$ cat src/rtl/core/ssp_pkg.sv
package ssp_pkg;

	localparam int NODE_BITS = 7;
	localparam int CFG_INDEX_BITS = 2;

	localparam int MAX_NODES_DEFAULT = 64;
	localparam int MAX_EDGES_DEFAULT = 1024;
	localparam int WEIGHT_BITS_DEFAULT = 32;
	localparam int DIST_BITS_DEFAULT = 48;

	localparam logic [CFG_INDEX_BITS-1:0] CFG_NODE_COUNT = 2'd0;
	localparam logic [CFG_INDEX_BITS-1:0] CFG_SOURCE_NODE = 2'd1;

	localparam logic [NODE_BITS-1:0] NODE_COUNT_RESET = 7'd64;
	localparam logic [NODE_BITS-1:0] SOURCE_NODE_RESET = 7'd1;

	typedef enum logic [3:0] {
		ST_IDLE,
		ST_INIT,
		ST_ROUND,
		ST_R_FETCH,
		ST_R_READ,
		ST_R_EVAL,
		ST_CHECK,
		ST_C_FETCH,
		ST_C_READ,
		ST_C_EVAL,
		ST_N_READ,
		ST_N_LOAD,
		ST_EMIT
	} ssp_state_t;

	typedef struct packed {
		logic load;
		logic init;
		logic round_start;
		logic check_start;
		logic sample;
		logic node_mode;
		logic relax_write;
		logic edge_next;
		logic node_next;
		logic out_cycle;
		logic out_node;
		logic finish;
	} ssp_cmd_t;

	typedef struct packed {
		logic start;
		logic few_nodes;
		logic edge_empty;
		logic edge_last;
		logic relax;
		logic changed;
		logic rounds_done;
		logic out_last;
	} ssp_status_t;

endpackage

$ cat src/rtl/core/ssp_ctrl.sv
module ssp_ctrl (
	input  logic                  clk,
	input  logic                  arst_n,
	input  ssp_pkg::ssp_status_t  st,
	input  logic                  out_stall,
	output ssp_pkg::ssp_cmd_t     cmd,
	output logic                  in_stall,
	output logic                  out_valid
);

	ssp_pkg::ssp_state_t state_q, state_d;

	always_ff @(posedge clk or negedge arst_n) begin
		if (!arst_n) begin
			state_q <= ssp_pkg::ST_IDLE;
		end else begin
			state_q <= state_d;
		end
	end

	always_comb begin
		state_d = state_q;
		cmd = '0;
		in_stall = 1'b1;
		out_valid = 1'b0;
		case (state_q)
			ssp_pkg::ST_IDLE: begin
				in_stall = 1'b0;
				cmd.load = 1'b1;
				if (st.start) begin
					state_d = ssp_pkg::ST_INIT;
				end
			end
			ssp_pkg::ST_INIT: begin
				cmd.init = 1'b1;
				state_d = st.few_nodes ? ssp_pkg::ST_CHECK : ssp_pkg::ST_ROUND;
			end
			ssp_pkg::ST_ROUND: begin
				cmd.round_start = 1'b1;
				// an empty edge list changes nothing: go straight to the check
				state_d = st.edge_empty ? ssp_pkg::ST_CHECK : ssp_pkg::ST_R_FETCH;
			end
			ssp_pkg::ST_R_FETCH: begin
				state_d = ssp_pkg::ST_R_READ;
			end
			ssp_pkg::ST_R_READ: begin
				cmd.sample = 1'b1;
				state_d = ssp_pkg::ST_R_EVAL;
			end
			ssp_pkg::ST_R_EVAL: begin
				cmd.relax_write = 1'b1;
				cmd.edge_next = 1'b1;
				if (!st.edge_last) begin
					state_d = ssp_pkg::ST_R_FETCH;
				end else if (!st.changed || st.rounds_done) begin
					state_d = ssp_pkg::ST_CHECK;
				end else begin
					state_d = ssp_pkg::ST_ROUND;
				end
			end
			ssp_pkg::ST_CHECK: begin
				cmd.check_start = 1'b1;
				state_d = st.edge_empty ? ssp_pkg::ST_N_READ : ssp_pkg::ST_C_FETCH;
			end
			ssp_pkg::ST_C_FETCH: begin
				state_d = ssp_pkg::ST_C_READ;
			end
			ssp_pkg::ST_C_READ: begin
				cmd.sample = 1'b1;
				state_d = ssp_pkg::ST_C_EVAL;
			end
			ssp_pkg::ST_C_EVAL: begin
				cmd.edge_next = 1'b1;
				if (st.relax) begin
					cmd.out_cycle = 1'b1;
					state_d = ssp_pkg::ST_EMIT;
				end else if (st.edge_last) begin
					state_d = ssp_pkg::ST_N_READ;
				end else begin
					state_d = ssp_pkg::ST_C_FETCH;
				end
			end
			ssp_pkg::ST_N_READ: begin
				cmd.sample = 1'b1;
				cmd.node_mode = 1'b1;
				state_d = ssp_pkg::ST_N_LOAD;
			end
			ssp_pkg::ST_N_LOAD: begin
				cmd.out_node = 1'b1;
				state_d = ssp_pkg::ST_EMIT;
			end
			ssp_pkg::ST_EMIT: begin
				out_valid = 1'b1;
				if (!out_stall) begin
					if (st.out_last) begin
						cmd.finish = 1'b1;
						state_d = ssp_pkg::ST_IDLE;
					end else begin
						cmd.node_next = 1'b1;
						state_d = ssp_pkg::ST_N_READ;
					end
				end
			end
			default: begin
				state_d = ssp_pkg::ST_IDLE;
			end
		endcase
	end

endmodule

$ cat config.mk
export PLATFORM = sky130hd
export DESIGN_NAME = ssp_ctrl
export DESIGN_NICKNAME = d
export VERILOG_FILES = /design/src/rtl/core/ssp_pkg.sv /design/src/rtl/core/ssp_ctrl.sv
export SDC_FILE = /design/constraint.sdc
export NUM_CORES = 1
export LEC_CHECK = 0
export BUFFER_PORTS_ARGS = -buffer_cell sky130_fd_sc_hd__buf_2
export CAP_MARGIN = 40
export CELL_PAD_IN_SITES_DETAIL_PLACEMENT = 0
export CELL_PAD_IN_SITES_GLOBAL_PLACEMENT = 1
export CORE_MARGIN = 3
export CORE_UTILIZATION = 28
export CTS_CLUSTER_SIZE = 16
export DETAILED_ROUTE_END_ITERATION = 7
export GPL_TIMING_DRIVEN = 0
export MAX_ROUTING_LAYER = met4
export PLACE_DENSITY_LB_ADDON = 0.1
export SLEW_MARGIN = 0
export SYNTH_ARGS = -nofsm -noshare
export SYNTH_HDL_FRONTEND = slang
export SYNTH_SLANG_ARGS = --single-unit
$ cat constraint.sdc
create_clock -name clk -period 1.45 [get_ports clk]
set_input_delay 0.145 -clock clk [delete_from_list [all_inputs] [get_ports clk]]
set_output_delay 0.145 -clock clk [all_outputs]
set_load 0.01 [all_outputs]
; ---- Word level (Yosys, flattened, before mapping)
; Cells that the tools add are included.
[word_totals]
in_bits = 11
output_inout_bits = 14
regBits = 4
[op_classes]
n_eq_ne = 14
mux = 30
n_reduce_logical = 6
[op_table]
columns = operator, n
row1 = $pmux W4 S13, 1
row2 = $mux W4, 7
row3 = $eq A4 B4 Y1 const B, 5
row4 = $mux W1, 19
row5 = $eq A4 B3 Y1 const B, 4
row6 = $mux W3, 3
row7 = $eq A4 B2 Y1 const B, 2
row8 = $eq A4 B1 Y1 const B, 1
row9 = $logic_not A4 Y1, 1
row10 = $ne A2 B2 Y1 const B, 2
row11 = $reduce_or A3 Y1, 1
row12 = $reduce_and A2 Y1, 1
row13 = $reduce_or A2 Y1, 1
row14 = $logic_not A1 Y1, 1
row15 = $logic_or A1 B1 Y1, 1

; ---- Logic depth before layout (Yosys ltp)
; Gate-level depths: netlist of the first run.
[logic_depth]
word_depth = 5
depth_mapped = 4

; ---- Least setup slack after synthesis of the first run
; OpenSTA, ideal clock, no wires.
[synth_timing]
path_type = register -> output
from = register state_q[1]
to = output cmd[0] (netlist name)
n_path_buf = 1
t_required_ps = 1305
arrival_time_ps = 1169
path_stages_with_launch = 5
path_slack_ps = 136
path_cell_list = dfrtp_1 buf_2 nor2_1 nand3_1 nor3b_1
[synth_rtl]
columns = item, line
row1 = "start, declared", ssp_ctrl.sv:11  ; ssp_pkg::ssp_state_t state_q, state_d;
row2 = "start signal, assigned", ssp_ctrl.sv:15  ; state_q <= ssp_pkg::ST_IDLE;
row3 = "start signal, assigned", ssp_ctrl.sv:17  ; state_q <= state_d;
row4 = "end, declared", ssp_ctrl.sv:6  ; output ssp_pkg::ssp_cmd_t cmd,

==> impl_metrics.py, run 1 <==
metrics = {
    "layout": {
        "syn_to_final_growth_pct": 90.7,
        "largest_register_ffs": 4,
        "largestRegisters": "state_q (4)",
        "layout-drive-gt1-share_pct": 62.1,
        "multiInputGateArea_sq_um": 420,
        "layout.nets": 116,
        "diodes": 0,
        "final_cell_mix": "buf_2, buf_4, buf_6",
        "register_area_sq_um": 104,
        "fin_util_pct": 61.5,
        "largest-register": "state_q",
        "final_common_cell": "buf_2",
        "fill_cells": 118,
    },
    "min_path": {
        "whs_path_depth": 3,
        "hold_path.startpoint": "st[6]",
        "hold_end": "state_q[2]",
        "hold_class": "input port to register",
    },
    "logic_synthesis": {
        "async_flop_share_pct": 100,
        "synthXorXnorAreaFrac_pct": 1.92,
        "synth_edf_count": 0,
        "synth-simple-area-share_pct": 39.2,
        "synth_largest_area_cell": "dfrtp_1",
        "syn_nets": 72,
        "ys_ff_latch": 4,
        "synthAdderAreaFrac_pct": 0,
        "synth.avg_cell_area_sq_um": 7.49,
        "muxShareOfSynthArea_pct": 0,
        "synthCells": 61,
        "synth_top_family_by_area": "simple AND/OR/NAND/NOR gates",
        "synth-compound-area-share_pct": 28.8,
        "synth_cell_types": 32,
        "yosysWarnings": 0,
        "seq_area_frac_synth_pct": 21.9,
        "synth_top_area_share_pct": 21.9,
        "synth_area_sq_um": 457,
        "synth.area.top_cells": "dfrtp_1, nand2b_1, nor2b_1",
        "ys.flop_type": "dfrtp_1",
    },
    "critical_path": {
        "critPathMaxFanout": 4,
        "r2r_cells": 4,
        "worstPathRequired_ns": 1.31,
        "cp.arrival_ns": 1.38,
        "rr_endpoint": "state_q[0]",
        "critPathCaptureType": "output pin",
        "reg2reg_slack_ns": -0.01,
        "worstSetupPathType": "register to output pin",
        "r2r-start": "state_q[1]",
        "start_kind": "register",
    },
    "timing": {
        "max-slew-margin-rel_pct": 71.7,
        "rsz0062_at_grt": "yes",
        "fin_ws_ns": -0.0799,
        "finalMaxSlewViolations": 0,
        "post-route-period-util_pct": 106,
        "hold_viol": 0,
        "setup_viol": 7,
        "finalClockSkew_ns": 0.00561,
        "finalCriticalPeriod_ns": 1.53,
        "tightest_slew_ns": 0.418,
        "max_freq_ghz": 0.654,
    },
    "placed_design": {
        "gp_congestion": 0.764,
        "dp_hpwl_um": 981,
        "portBuffers": 24,
        "dp_slack_ns": 0.00217,
    },
    "routing": {
        "viasPerCell": 5.35,
        "wl_um": 1750,
        "dr.pass1.iters": 4,
        "vias": 631,
        "wl_per_cell_um": 14.8,
        "drt_iter0_drc": 5,
        "drc": 0,
        "drtAntennaViolNets": 0,
    },
    "pwr": {
        "leakage_nw": 0.430,
        "p_comb_share_pct": 78.4,
        "p_per_area_nw_per_um2": 2060,
        "switchingPower_mw": 0.790,
        "power.internal_mw": 1.00,
        "seqPwrFrac_pct": 13.8,
        "switching_share_pct": 44.1,
        "pwr-share-clk_pct": 7.8,
        "ir_drop_mv": 1.05,
    },
    "global_routing": {
        "grt_max_degree": 11,
        "grtUsageTotal_pct": 16.7,
        "grt_antenna_before_repair": 0,
        "first_global_vias": 526,
        "overflow": 0,
        "grt_pass1_wl_um": 2470,
    },
    "clock_network": {
        "root_buffer": "clkbuf_4",
        "numCtsBuffers": 3,
        "clk_pin_slew_worst_paths_ns": 0.04,
        "ctsHtreeMaxLevel": 1,
        "clock_latency_ns": 0.24,
        "cts_tree": "yes",
        "cts_buffer_depth": 2,
        "numClockSinks": 4,
    },
    "outcome": {
        "status": "complete, but fails checks",
        "violations": "negative setup slack",
    },
    "floorplanning": {
        "die_y_um": 46.4,
        "row_count": 13,
        "start_util_pct": 32.3,
        "core_sq_um": 1420,
        "io-pin-count": 25,
        "die_w_um": 46.4,
        "dieArea_sq_um": 2150,
    },
    "run": {
        "maxCapViolations": 0,
    },
}
==> synth_stat cells, types with 2 or more instances <==
| cell | number |
|---|---|
| buf_2 | 3 |
| a31oi_1 | 2 |
| o2111ai_1 | 2 |
| dfrtp_1 | 4 |
| nand2_1 | 3 |
| a21oi_1 | 3 |
| inv_1 | 4 |
| nor2b_1 | 4 |
| nand2b_1 | 6 |
| nor2_1 | 6 |
| nor3_1 | 3 |
==> per-stage QoR <==
stage	area, sq um	power (mW)	std cells	TNS (ns)	hold WS, ns
after detailed placement	596	1.04	100	0	-0.0478
after floorplan	457	0.795	61	0	-0.151
final	871	1.79	118	-0.278	0.188
after CTS	764	1.52	111	-0.355	0.185
after global routing	871	1.91	118	-0.602	0.204
after global placement	596	1.05	100	-0.00269	-0.0505
==> critical path, stage by stage, from the launching register on <==
cell and delay, ns:
dfrtp_2 0.42, or4_4 0.56, inv_2 0.07, buf_6 0.09
==> cell families after synthesis <==
family	Yosys count
compound gates	18
xor+xnor	1
buf+inv	8
flops	4
simple gates	30
==> area by class of cell <==
cell class	count	area share (%)
flip-flops and latches	4	11.9
repair buffers	39	28.2
clock buffers	3	2.59
multi-input cells	49	48.3
inverters	4	1.72
well taps	15	2.16
plain buffers	4	5.17
==> what timing repair did <==
item | in CTS | in global routing
pin swaps | 3 | 4
gates resized for setup | 21 | 10
gates cloned | 0 | 0
buffers inserted | 7 | 7
hold buffers | 1 | 0
endpoints found under the hold margin | 4 | 0
endpoints found under the setup margin | 13 | 14
==> power by group through the flow <==
stage | Combinational, mW | Sequential [mW] | Clock [mW]
after detailed placement | 0.793 | 0.243 | 0
after global routing | 1.50 | 0.250 | 0.160
final | 1.40 | 0.247 | 0.139
after floorplan | 0.579 | 0.216 | 0
after global placement | 0.805 | 0.247 | 0
after CTS | 1.14 | 0.235 | 0.145
==> layer usage <==
metal	up-vias	GRT usage, %	wire length [um]
met5	-	-	0
met4	0	2.84	0
met3	0	6.64	132
met2	28	22.8	840
met1	294	23.3	773
li1	309	-	-
==> worst max-delay path by stage <==
stage | from | endpoint | slack, ns | cells after the start
4_1_cts | state_q[2] | cmd[11] | -0.08 | 3
2_1_floorplan | state_q[1] | cmd[0] | 0.14 | 4
3_3_place_gp | state_q[1] | cmd[0] | -0.003 | 5
6_report | state_q[1] | cmd[11] | -0.08 | 3
3_5_place_dp | state_q[1] | cmd[0] | 0.002 | 5
5_1_grt | state_q[1] | cmd[11] | -0.11 | 3
Note: power is estimated with default switching activity, not from simulation.
==> run 2, diff against run 1 <==
--- a/config.mk
+++ b/config.mk
@@ -10,7 +10,7 @@
 export CELL_PAD_IN_SITES_DETAIL_PLACEMENT = 0
 export CELL_PAD_IN_SITES_GLOBAL_PLACEMENT = 1
 export CORE_MARGIN = 3
-export CORE_UTILIZATION = 28
+export CORE_UTILIZATION = 25
 export CTS_CLUSTER_SIZE = 16
 export DETAILED_ROUTE_END_ITERATION = 7
 export GPL_TIMING_DRIVEN = 0
==> constraint.sdc (replaced) <==
create_clock -name clk -period 1.3 [get_ports clk]
set_input_delay 0.13 -clock clk [delete_from_list [all_inputs] [get_ports clk]]
set_output_delay 0.13 -clock clk [all_outputs]
set_load 0.01 [all_outputs]
==> run 2 against run 1 <==
The flow still finishes with violations (negative setup slack). Routed wire length decreased by 2.4%. Core utilization decreased by 3.2 points. Worst setup slack got worse by 0.11 ns. Via count increased by 3.0%. Global-route usage decreased by 1.7 points. Largest cell class unchanged. Sequential share of layout area decreased by 1.1 points. Register-to-register slack got worse by 0.12 ns. Critical path type unchanged.
==> impl_metrics.py, run 2 (synthesis gave the netlist of run 1 again) <==
metrics = {
    "placed_design": {
        "portBuffers": 24,
        "gp_congestion": 0.754,
        "dp_hpwl_um": 1050,
        "place_area_sq_um": 607,
    },
    "global_routing": {
        "overflow": 0,
        "grt_antenna_before_repair": 0,
        "grtUsageTotal_pct": 15.0,
        "grt_max_degree": 11,
        "grt_pass1_wl_um": 2740,
        "first_global_vias": 615,
    },
    "timing": {
        "post-route-period-util_pct": 115,
        "fin_hold_ws_ns": 0.115,
        "rsz0062_at_grt": "yes",
        "setup_tns_ns": -1.80,
        "finalMaxSlewViolations": 0,
        "tightest_slew_ns": 0.300,
        "max_freq_ghz": 0.669,
        "max-slew-margin-rel_pct": 80.0,
        "finalCriticalPeriod_ns": 1.49,
        "finalClockSkew_ns": 0.0121,
        "hold_viol": 0,
        "fin_ws_ns": -0.195,
        "setup_viol": 16,
    },
    "pwr": {
        "p_per_area_nw_per_um2": 2230,
        "leakage_nw": 0.457,
        "ir_drop_mv": 0.915,
        "power_mw": 2.10,
    },
    "critical_path": {
        "crit_chain": "or4_4, inv_2, buf_6",
        "worstPathRequired_ns": 1.17,
        "slowest_delay_ns": 0.53,
        "critPathCaptureType": "output pin",
        "critPathMaxFanout": 4,
        "start_kind": "register",
        "cp.arrival_ns": 1.36,
        "worstSetupPathType": "register to output pin",
        "crit_slowest_cell": "or4_4",
    },
    "routing": {
        "drtAntennaViolNets": 0,
        "viasPerCell": 4.96,
        "vias": 650,
        "wl_per_cell_um": 13.0,
        "dr.pass1.iters": 4,
        "drt_iter0_drc": 15,
        "wl_um": 1700,
        "drc": 0,
    },
    "layout": {
        "largest-register": "state_q",
        "design_area_sq_um": 940,
        "layout.nets": 120,
        "layout-drive-gt1-share_pct": 66.4,
        "final_common_cell": "buf_2",
        "multiInputGateArea_sq_um": 437,
        "syn_to_final_growth_pct": 106,
        "final_cell_mix": "buf_2, buf_4, buf_6",
        "largest_register_ffs": 4,
        "diodes": 0,
        "largestRegisters": "state_q (4)",
        "fin_util_pct": 58.3,
        "fill_cells": 154,
        "register_area_sq_um": 101,
    },
    "clock_network": {
        "cts_buffer_depth": 2,
        "numClockSinks": 4,
        "clk_pin_slew_worst_paths_ns": 0.05,
        "clock_latency_ns": 0.24,
        "root_buffer": "clkbuf_4",
        "numCtsBuffers": 3,
        "ctsHtreeMaxLevel": 1,
        "cts_tree": "yes",
    },
    "outcome": {
        "violations": "negative setup slack",
        "status": "complete, but fails checks",
    },
    "floorplanning": {
        "core_sq_um": 1610,
        "start_util_pct": 28.3,
        "die_y_um": 48.7,
        "dieArea_sq_um": 2380,
        "die_w_um": 48.7,
        "row_count": 14,
        "io-pin-count": 25,
    },
    "min_path": {
        "hold_class": "input port to register",
    },
    "run": {
        "maxCapViolations": 0,
    },
}
==> run 2: changes by cell type in the layout (fill, tap and decap cells not counted), moves of 2 or more <==
cell / before / now
dfrtp_1: 1 / 3
nor2_2: 0 / 2
buf_4: 13 / 15
dfrtp_2: 3 / 1
nor2_1: 5 / 3
buf_6: 6 / 9
==> run 2: area by class of cell <==
type | count | share of cell area, %
multi-input cells | 49 | 46.5
repair buffers | 43 | 31.2
flip-flops and latches | 4 | 10.8
plain buffers | 4 | 4.39
well taps | 24 | 3.20
clock buffers | 3 | 2.40
inverters | 4 | 1.60
==> run 2: layer usage <==
metal,wire length (um),vias up,track usage [%]
li1,-,318,-
met1,775,304,19.2
met4,10,0,8.53
met3,109,2,1.84
met5,0,-,-
met2,808,26,22.9
==> run 2: worst paths after layout <==
kind	from	endpoint	slack (ns)	cells past startpoint
worst min-delay path	st[6]	state_q[2]	0.12	3
worst max-delay path	state_q[2]	cmd[11]	-0.19	3
worst min register to register	state_q[2]	state_q[0]	0.73	4
max in group asynchronous	arst_n	state_q[3]	0.94	2
worst max register to register	state_q[2]	state_q[0]	-0.13	4
min in group asynchronous	arst_n	state_q[1]	0.23	2
==> run 2: worst max-delay path, delay by kind of cell (launching register included) <==
kind	cells	cell delay, ns
buffers and inverters	2	0.16
DFF	1	0.43
and+or+nand+nor	1	0.53
==> run 2: power breakdown <==
part           total, mW  switching (mW)  internal (mW)
registers          0.254          0.0668          0.187
logic               1.68           0.778          0.904
clock network      0.162          0.0583          0.104
==> run 2: metrics by stage <==
step	std cells	setup WS, ns
after floorplan	61	0.000595
after global placement	109	-0.151
final	131	-0.195
after CTS	125	-0.214
after detailed placement	109	-0.130
after global routing	131	-0.244
==> run 2: what timing repair did <==
| item | 4_1_cts | 5_1_grt |
|---|---|---|
| resized for setup | 29 | 8 |
| hold buffers | 1 | 0 |
| setup endpoints to repair | 18 | 18 |
| endpoints found under the hold margin | 4 | 0 |
| pin swaps | 3 | 5 |
| buffers inserted | 12 | 6 |
